### config.mk
export PLATFORM = sky130hd
export DESIGN_NAME = two_button_gesture_classifier_core
export DESIGN_NICKNAME = d
export VERILOG_FILES = /design/src/sv/tbgc_pkg.sv /design/src/sv/tbgc_engine.sv /design/src/sv/tbgc_result_q.sv /design/src/sv/two_button_gesture_classifier_core.sv
export SDC_FILE = /design/constraint.sdc
export NUM_CORES = 1
export LEC_CHECK = 0
export BUFFER_PORTS_ARGS = -buffer_cell sky130_fd_sc_hd__buf_2
export CORE_AREA = 4 4 115 172
export DETAILED_ROUTE_END_ITERATION = 10
export DIE_AREA = 0 0 119 176
export PLACE_DENSITY = 0.78
export SETUP_SLACK_MARGIN = 0.3
export SLEW_MARGIN = 40
export SYNTH_ARGS = -nofsm -noshare
export SYNTH_HDL_FRONTEND = slang
export SYNTH_SLANG_ARGS = --single-unit
### constraint.sdc
create_clock -name clk -period 5.6 [get_ports clk]
set_input_delay 0.28 -clock clk [delete_from_list [all_inputs] [get_ports clk]]
set_output_delay 0.28 -clock clk [all_outputs]
set_load 0.01 [all_outputs]
### src/sv/tbgc_pkg.sv
// tbgc_pkg: shared types, codes and constants of the two-button gesture classifier.
// Used by every module of the block; depends on nothing.
`default_nettype none

package tbgc_pkg;

    localparam int TIMER_BITS_DEF = 16;
    localparam int CFG_W          = 16;
    localparam int CFG_IDX_W      = 1;
    localparam int RESQ_DEPTH     = 4;

    localparam logic [CFG_W-1:0] LONG_PRESS_RESET   = 16'd500;
    localparam logic [CFG_W-1:0] CLICK_WINDOW_RESET = 16'd300;

    // register indexes of the configuration port
    localparam logic [CFG_IDX_W-1:0] CFG_LONG_PRESS   = 1'b0;
    localparam logic [CFG_IDX_W-1:0] CFG_CLICK_WINDOW = 1'b1;

    // input codes
    localparam logic       CMD_TICK    = 1'b0;
    localparam logic       CMD_KEY     = 1'b1;
    localparam logic [1:0] KEY_RELEASE = 2'd0;
    localparam logic [1:0] KEY_PRESS   = 2'd1;
    localparam logic [1:0] KEY_REPEAT  = 2'd2;

    // gesture codes
    localparam logic [1:0] KIND_SINGLE = 2'd0;
    localparam logic [1:0] KIND_DOUBLE = 2'd1;
    localparam logic [1:0] KIND_LONG   = 2'd2;
    localparam logic [1:0] KIND_DUAL   = 2'd3;

    typedef struct packed {
        logic       cmd;
        logic       button_id;
        logic [1:0] key_value;
    } in_word_t;

    typedef struct packed {
        logic       gesture_button;
        logic [1:0] gesture_kind;
        logic       last_result;
    } out_word_t;

    // results produced by one item, slot 0 first
    typedef struct packed {
        logic [1:0]           count;
        out_word_t [1:0]      res;
    } push_t;

endpackage

`default_nettype wire

### src/sv/tbgc_engine.sv
// tbgc_engine: per-button timers, click counters and dual-press latch; classifies one
// word per cycle while fire is high into up to two gestures. Depends on tbgc_pkg.
`default_nettype none

module tbgc_engine #(
    parameter int TIMER_BITS = tbgc_pkg::TIMER_BITS_DEF
) (
    input  logic                            clk,
    input  logic                            rst_n,
    input  logic                            fire,
    input  tbgc_pkg::in_word_t              word,
    input  logic [tbgc_pkg::CFG_W-1:0]      long_press_ticks,
    input  logic [tbgc_pkg::CFG_W-1:0]      click_window_ticks,
    output tbgc_pkg::push_t                 push
);

    localparam int CMP_W = (TIMER_BITS > tbgc_pkg::CFG_W) ? TIMER_BITS : tbgc_pkg::CFG_W;
    localparam logic [TIMER_BITS-1:0] TMAX = '1;

    logic [1:0][TIMER_BITS-1:0] hold_timer_reg,   hold_timer_next;
    logic [1:0][TIMER_BITS-1:0] window_timer_reg, window_timer_next;
    logic [1:0][1:0]            click_count_reg,  click_count_next;
    logic [1:0]                 hold_active_reg,  hold_active_next;
    logic [1:0]                 held_flag_reg,    held_flag_next;
    logic [1:0]                 window_open_reg,  window_open_next;
    logic                       dual_latch_reg,   dual_latch_next;

    always_comb
    begin
        logic [TIMER_BITS-1:0] wt_inc;
        logic                  expire;
        logic                  is_long;
        logic                  b;

        hold_timer_next   = hold_timer_reg;
        window_timer_next = window_timer_reg;
        click_count_next  = click_count_reg;
        hold_active_next  = hold_active_reg;
        held_flag_next    = held_flag_reg;
        window_open_next  = window_open_reg;
        dual_latch_next   = dual_latch_reg;
        push              = '0;
        wt_inc            = '0;
        expire            = 1'b0;
        is_long           = 1'b0;
        b                 = word.button_id;

        if (fire)
        begin
            if (word.cmd == tbgc_pkg::CMD_TICK)
            begin
                // button 0 reports ahead of button 1
                for (int i = 0; i < 2; i++)
                begin
                    if (hold_active_reg[i] && hold_timer_reg[i] != TMAX)
                    begin
                        hold_timer_next[i] = hold_timer_reg[i] + 1'b1;
                    end
                    if (window_open_reg[i])
                    begin
                        wt_inc = (window_timer_reg[i] != TMAX) ?
                                 window_timer_reg[i] + 1'b1 : window_timer_reg[i];
                        window_timer_next[i] = wt_inc;
                        expire = (CMP_W'(wt_inc) >= CMP_W'(click_window_ticks)) ||
                                 (wt_inc == TMAX);
                        if (expire)
                        begin
                            push.res[push.count[0]].gesture_button = 1'(i);
                            push.res[push.count[0]].gesture_kind =
                                (click_count_reg[i] >= 2'd2) ? tbgc_pkg::KIND_DOUBLE
                                                              : tbgc_pkg::KIND_SINGLE;
                            push.count           = push.count + 2'd1;
                            window_open_next[i]  = 1'b0;
                            window_timer_next[i] = '0;
                            click_count_next[i]  = 2'd0;
                        end
                    end
                end
            end
            else
            begin
                case (word.key_value)
                    tbgc_pkg::KEY_PRESS:
                    begin
                        hold_active_next[b] = 1'b1;
                        hold_timer_next[b]  = '0;
                        held_flag_next[b]   = 1'b1;
                    end
                    tbgc_pkg::KEY_RELEASE:
                    begin
                        if (!hold_active_reg[b])
                        begin
                            held_flag_next[b] = 1'b0;
                        end
                        else
                        begin
                            hold_active_next[b] = 1'b0;
                            hold_timer_next[b]  = '0;
                            is_long = (CMP_W'(hold_timer_reg[b]) > CMP_W'(long_press_ticks)) ||
                                      (hold_timer_reg[b] == TMAX);
                            if (!is_long)
                            begin
                                if (!window_open_reg[b])
                                begin
                                    window_open_next[b]  = 1'b1;
                                    window_timer_next[b] = '0;
                                    click_count_next[b]  = 2'd1;
                                end
                                else if (click_count_reg[b] != 2'd3)
                                begin
                                    click_count_next[b] = click_count_reg[b] + 2'd1;
                                end
                                held_flag_next[b] = 1'b0;
                            end
                            else if (dual_latch_reg)
                            begin
                                // swallow the second long release of a dual press
                                dual_latch_next = 1'b0;
                                held_flag_next  = 2'b00;
                            end
                            else if (held_flag_reg[0] && held_flag_reg[1])
                            begin
                                dual_latch_next             = 1'b1;
                                push.count                  = 2'd1;
                                push.res[0].gesture_button  = b;
                                push.res[0].gesture_kind    = tbgc_pkg::KIND_DUAL;
                            end
                            else
                            begin
                                push.count                  = 2'd1;
                                push.res[0].gesture_button  = b;
                                push.res[0].gesture_kind    = tbgc_pkg::KIND_LONG;
                                held_flag_next[b]           = 1'b0;
                            end
                        end
                    end
                    default:
                    begin
                        // autorepeat and the unused code both mark the key as held
                        held_flag_next[b] = 1'b1;
                    end
                endcase
            end

            if (push.count == 2'd1)
            begin
                push.res[0].last_result = 1'b1;
            end
            else if (push.count == 2'd2)
            begin
                push.res[1].last_result = 1'b1;
            end
        end
    end

    always_ff @(posedge clk or negedge rst_n)
    begin
        if (!rst_n)
        begin
            hold_timer_reg   <= '0;
            window_timer_reg <= '0;
            click_count_reg  <= '0;
            hold_active_reg  <= '0;
            held_flag_reg    <= '0;
            window_open_reg  <= '0;
            dual_latch_reg   <= 1'b0;
        end
        else
        begin
            hold_timer_reg   <= hold_timer_next;
            window_timer_reg <= window_timer_next;
            click_count_reg  <= click_count_next;
            hold_active_reg  <= hold_active_next;
            held_flag_reg    <= held_flag_next;
            window_open_reg  <= window_open_next;
            dual_latch_reg   <= dual_latch_next;
        end
    end

endmodule

`default_nettype wire

### src/sv/tbgc_result_q.sv
// tbgc_result_q: small result queue taking up to two gestures per cycle, one out per cycle while out_ready is high.
// Depends on tbgc_pkg.
`default_nettype none

module tbgc_result_q (
    input  logic                 clk,
    input  logic                 rst_n,
    input  tbgc_pkg::push_t      push,
    output logic                 room,
    output logic                 out_valid,
    input  logic                 out_ready,
    output tbgc_pkg::out_word_t  out_data
);

    localparam int PTR_W = $clog2(tbgc_pkg::RESQ_DEPTH);
    localparam int CNT_W = PTR_W + 1;

    tbgc_pkg::out_word_t mem_reg [tbgc_pkg::RESQ_DEPTH];
    logic [PTR_W-1:0] wr_ptr_reg, rd_ptr_reg;
    logic [CNT_W-1:0] count_reg;
    logic             pop;

    assign pop       = out_valid && out_ready;
    assign out_valid = (count_reg != '0);
    assign out_data  = mem_reg[rd_ptr_reg];
    // leave space for a tick that expires both windows
    assign room      = (count_reg <= CNT_W'(tbgc_pkg::RESQ_DEPTH - 2));

    always_ff @(posedge clk)
    begin
        if (push.count != 2'd0)
        begin
            mem_reg[wr_ptr_reg] <= push.res[0];
        end
        if (push.count == 2'd2)
        begin
            mem_reg[wr_ptr_reg + PTR_W'(1)] <= push.res[1];
        end
    end

    always_ff @(posedge clk or negedge rst_n)
    begin
        if (!rst_n)
        begin
            wr_ptr_reg <= '0;
            rd_ptr_reg <= '0;
            count_reg  <= '0;
        end
        else
        begin
            wr_ptr_reg <= wr_ptr_reg + PTR_W'(push.count);
            rd_ptr_reg <= rd_ptr_reg + PTR_W'(pop);
            count_reg  <= count_reg + CNT_W'(push.count) - CNT_W'(pop);
        end
    end

endmodule

`default_nettype wire

### src/sv/two_button_gesture_classifier_core.sv
// Two-button gesture classifier: the accepted input word is registered, classified by
// the engine and written into the result queue, whose count drives result valid.
// Throughput is one word per cycle while each word yields at most one gesture and the
// output drains; a tick that closes both click windows gives two results, which leave
// one at a time through the single read port of the 4-entry result queue.
// Asynchronous active-low reset clears all timers, flags and the queue, and loads
// the long-press limit with 500 and the click window with 300.
`default_nettype none

module two_button_gesture_classifier_core #(
    parameter int TIMER_BITS = tbgc_pkg::TIMER_BITS_DEF
) (
    input  logic                              clk,
    input  logic                              rst_n,
    input  logic                              in_valid,
    output logic                              in_ready,
    input  tbgc_pkg::in_word_t                in_data,
    output logic                              out_valid,
    input  logic                              out_ready,
    output tbgc_pkg::out_word_t               out_data,
    input  logic                              cfg_valid,
    output logic                              cfg_ready,
    input  logic [tbgc_pkg::CFG_IDX_W-1:0]    cfg_index,
    input  logic [tbgc_pkg::CFG_W-1:0]        cfg_data
);

    logic                        in_valid_reg;
    tbgc_pkg::in_word_t          in_word_reg;
    logic [tbgc_pkg::CFG_W-1:0]  long_press_reg;
    logic [tbgc_pkg::CFG_W-1:0]  click_window_reg;
    logic                        room;
    logic                        advance;
    tbgc_pkg::push_t             push;

    assign cfg_ready = 1'b1;
    assign advance   = in_valid_reg && room;
    assign in_ready  = !in_valid_reg || room;

    always_ff @(posedge clk or negedge rst_n)
    begin
        if (!rst_n)
        begin
            long_press_reg   <= tbgc_pkg::LONG_PRESS_RESET;
            click_window_reg <= tbgc_pkg::CLICK_WINDOW_RESET;
        end
        else if (cfg_valid && cfg_ready)
        begin
            unique case (cfg_index)
                tbgc_pkg::CFG_LONG_PRESS:   long_press_reg   <= cfg_data;
                tbgc_pkg::CFG_CLICK_WINDOW: click_window_reg <= cfg_data;
                default: ;
            endcase
        end
    end

    always_ff @(posedge clk or negedge rst_n)
    begin
        if (!rst_n)
        begin
            in_valid_reg <= 1'b0;
        end
        else if (in_valid && in_ready)
        begin
            in_valid_reg <= 1'b1;
        end
        else if (advance)
        begin
            in_valid_reg <= 1'b0;
        end
    end

    always_ff @(posedge clk)
    begin
        if (in_valid && in_ready)
        begin
            in_word_reg <= in_data;
        end
    end

    tbgc_engine #(
        .TIMER_BITS (TIMER_BITS)
    ) u_engine (
        .clk                (clk),
        .rst_n              (rst_n),
        .fire               (advance),
        .word               (in_word_reg),
        .long_press_ticks   (long_press_reg),
        .click_window_ticks (click_window_reg),
        .push               (push)
    );

    tbgc_result_q u_result_q (
        .clk       (clk),
        .rst_n     (rst_n),
        .push      (push),
        .room      (room),
        .out_valid (out_valid),
        .out_ready (out_ready),
        .out_data  (out_data)
    );

endmodule

`default_nettype wire

==> summary.md <==
| Metric | Value |
|---|---|
| HPWL after detailed placement | 17100 µm |
| Seq. cell area | 3490 µm² |
| Worst Setup Path Type | reg -> reg |
| Async set or reset register ratio after synthesis | 85.2% |
| Max clock buf depth | 2 |
| Hold Path Depth | 1 |
| Core Rows | 61 |
| Count leader, synth | nand2_1 |
| Post-synth EDFFs | 20 |
| WL/cell | 18.3 µm |
| CTS tree | yes |
| Min Tclk post-route | 4.94 ns |
| Cells after DPL | 1232 |
| Vias in the first global route | 7697 |
| RSZ-0062 raised after global routing | false |
| IO Port Bufs | 31 |
| Worst hold-check path type | in -> reg |
| I/O Pins | 33 |
| Die Area | roughly 21000 µm² |
| Worst Path Required | 5.90 ns |
| Final setup vio count | 0 |
| Period utilisation layout | 88.2% |
| H-tree depth | 4 |
| Setup TNS | 0 ns |
| First-pass GRT wire length | 38500 µm |
| Die width | approximately 120 µm |
| Status | completed |
| Final Routed Wirelength | 23200 µm |
| First-pass DRT Iterations | 5 |
| Min-delay src | in_data[2] |
| Tot GR Track Use | a little under a quarter |
| Sequential share of the synthesized area | 38.6% |
| Synthesis Warnings | 0 |
| Worst r2r path cells | 18 |
| Startpoint Class | register |
| Post-route cell area | 10000 µm² |
| Synth Register Bits | roughly 140 |
| Fmax achieved | 203 MHz |
| Synth Net Count | 1074 |
| Clock Sink Count | 135 |
| Worst-margin pin slew | 0.730 ns |
| Total gr overflow | 0 |
| Synthesized cell area | between 9000 and 10000 µm² |
| Clock latency on the worst-skew pair | around 0.42 ns |
| TritonCTS Buffers | 17 |
| Top cells by area, synth | dfrtp_1 29%, ha_1 8.3%, edfxtp_1 6.6%, nand2_1 4.9%, mux2_2 4.7% |
| Met3 wire len | 884 µm |
| Post-synth cell types | between 80 and 90 |
| Area after DPL | 9380 µm² |
| CP arrival | 5.24 ns |
| Area grow syn2layout | 10.9% |
| Leak | 4.46 nW |
| Root buf cell | clkbuf_16 |
| Largest area contributor in the netlist | dfrtp_1 |
| Initial Util | 49.1% |
| Drt drc | 0 |
| Area fraction of the dominant cell type after synthesis | 29.1% |
| Core area | roughly 18000 µm² |
| Highest metal layer with signal wires | met4 |
| Filler cell count | ~1600 |
| Vias | roughly 7700 |
| Commonest cells post-synth | 118 x nand2_1, 105 x dfrtp_1, 82 x o21ai_0, 60 x ha_1, 54 x nor2_1 |
| Clock Pin Slew Worst Setup and Hold Paths | 0.06 ns |
| Worst r2r src | u_engine.window_timer_reg[8] |
| Initial antenna violation count | 0 |
| Initial DRC Count | between 500 and 600 |
| Final number of hold-violating endpoints | 0 |
| Pwr dens | 337 nW/µm² |
| Syn Area/Cell | about 9.2 µm² |
| Max_cap viols | 0 |
| Final worst setup slack | 0.662 ns |
| Final core occ | 54.5% |
| # nets final | 1090 |
| Post-place setup slack | approximately 0.45 ns |
| Critical path fanouts, max | 12 |
| Ant. Diodes | 0 |
| Share of layout cells above drive strength 1 | 16.6% |
| Synthesized netlist cell count | between 900 and 1000 |
| Flop-to-flop setup slack | around 0.66 ns |
| Via density | about 6.1 |
| Layout Cells excl Fill | 1268 |
| Final Skew | about 0.013 ns |
| Crit end category | register |
| Antenna viol nets, final | 0 |
| Peak VDD IR | 0.216 mV |
| R2R Path End | u_result_q.count_reg[2] |
| RD Place Congestion | 0.938 |
| Slew headroom | 51.2% |
| Metal-1 WL | 9170 µm |
| Die Y | 176 µm |
| Fin. max-slew vios | 0 |
| Met2 routed WL | 11900 µm |
| Most used DFF post-synth | dfrtp_1 |
| Largest net degree at the start of global routing | just under 70 |
| Area occupied by multi-input gates | 5210 µm² |
| Hold Path End | in_word_reg[2] |
[timing repair]
item | 4_1_cts | 5_1_grt
setup buffers | 0 | 2
resized for setup | 0 | 15
endpoints found under the hold margin | 59 | 0
hold buffers | 1 | 0
setup endpoints to repair | 0 | 23
[area by class of cell]
cell class                 instances  area share [%]
timing repair buffer              45            2.72
clock inverter                    13            1.09
tap                              252            3.15
multi-input combinational        753            52.0
inverter                          51            1.91
clock buffer                      19            4.32
sequential                       135            34.9
[power by group]
| part | switching [mW] | internal, mW | leakage (nW) | total (mW) |
|---|---|---|---|---|
| Clock | 0.446 | 0.608 | 0.270 | 1.05 |
| Sequential | 0.165 | 1.14 | 1.62 | 1.30 |
| Combinational | 0.599 | 0.416 | 2.58 | 1.01 |
[layout by cell type (no fill, tap or decap), types with 20 or more instances in the layout]
cell type  Yosys  layout
buf_2         16      30
dfrtp_1      105     102
a21oi_1       51      49
inv_1         49      49
mux2_2        38      38
nand2_1      118     117
ha_1          60      58
nor2_1        54      52
nand4_1       26      26
o21ai_0       82      82
edfxtp_1      20      20
a31oi_1       20      20
nor3_1        25      23
nand3_1       30      29
[routing by layer]
metal / global-route usage [%] / vias up
met1: 25.7 / 3703
met4: 12.9 / 0
li1: - / 3672
met2: 40.2 / 224
met5: 0 / -
met3: 3.08 / 82
[kinds of logic (layout without fill, tap and decap cells)]
family | Yosys count | count (layout) | share of synthesized area [%]
fa+ha+maj | 61 | 61 | 8.53
flops | 135 | 135 | 38.6
other cells | 1 | 1 | 0.0415
mux | 48 | 48 | 6.40
xor+xnor | 19 | 19 | 1.84
simple gates | 362 | 362 | 20.9
compound gates | 262 | 262 | 18.9
buf+inv | 99 | 128 | 4.68
[metrics by stage]
step           hold WS (ns)  power [mW]
6_report             0.0383        3.37
5_1_grt              0.0308        3.57
4_1_cts              0.0292        3.38
3_5_place_dp          0.334        2.31
3_3_place_gp          0.458        2.27
2_1_floorplan       -0.0156        2.02
[how the worst max path moves through the flow]
stage,from,to,cells after the start
6_report,u_engine.window_timer_reg[8],u_result_q.count_reg[2],18
5_1_grt,u_engine.window_timer_reg[8],u_result_q.mem_reg[0][1],17
4_1_cts,u_engine.window_timer_reg[0],u_result_q.count_reg[2],21
3_5_place_dp,u_engine.window_timer_reg[0],u_result_q.count_reg[2],21
3_3_place_gp,u_engine.window_timer_reg[16],u_result_q.count_reg[2],20
2_1_floorplan,u_engine.window_timer_reg[16],u_result_q.count_reg[2],22
[worst max-delay path, cell delays in order, from the launching register on]
cell and delay, ns:
dfrtp_1 0.57, nand4_2 0.34, nor4_4 0.43, buf_4 0.25, or3_1 0.15, nand2_1 0.09, ha_1 0.22, a2111o_1 0.35
a31oi_1 0.16, a21oi_1 0.10, a2111oi_2 0.42, a21boi_2 0.20, buf_4 0.18, ha_1 0.22, nand2_1 0.13, ha_1 0.26
fa_1 0.43, xor2_1 0.16, xnor2_1 0.13
(Power assumes the default switching activity.)
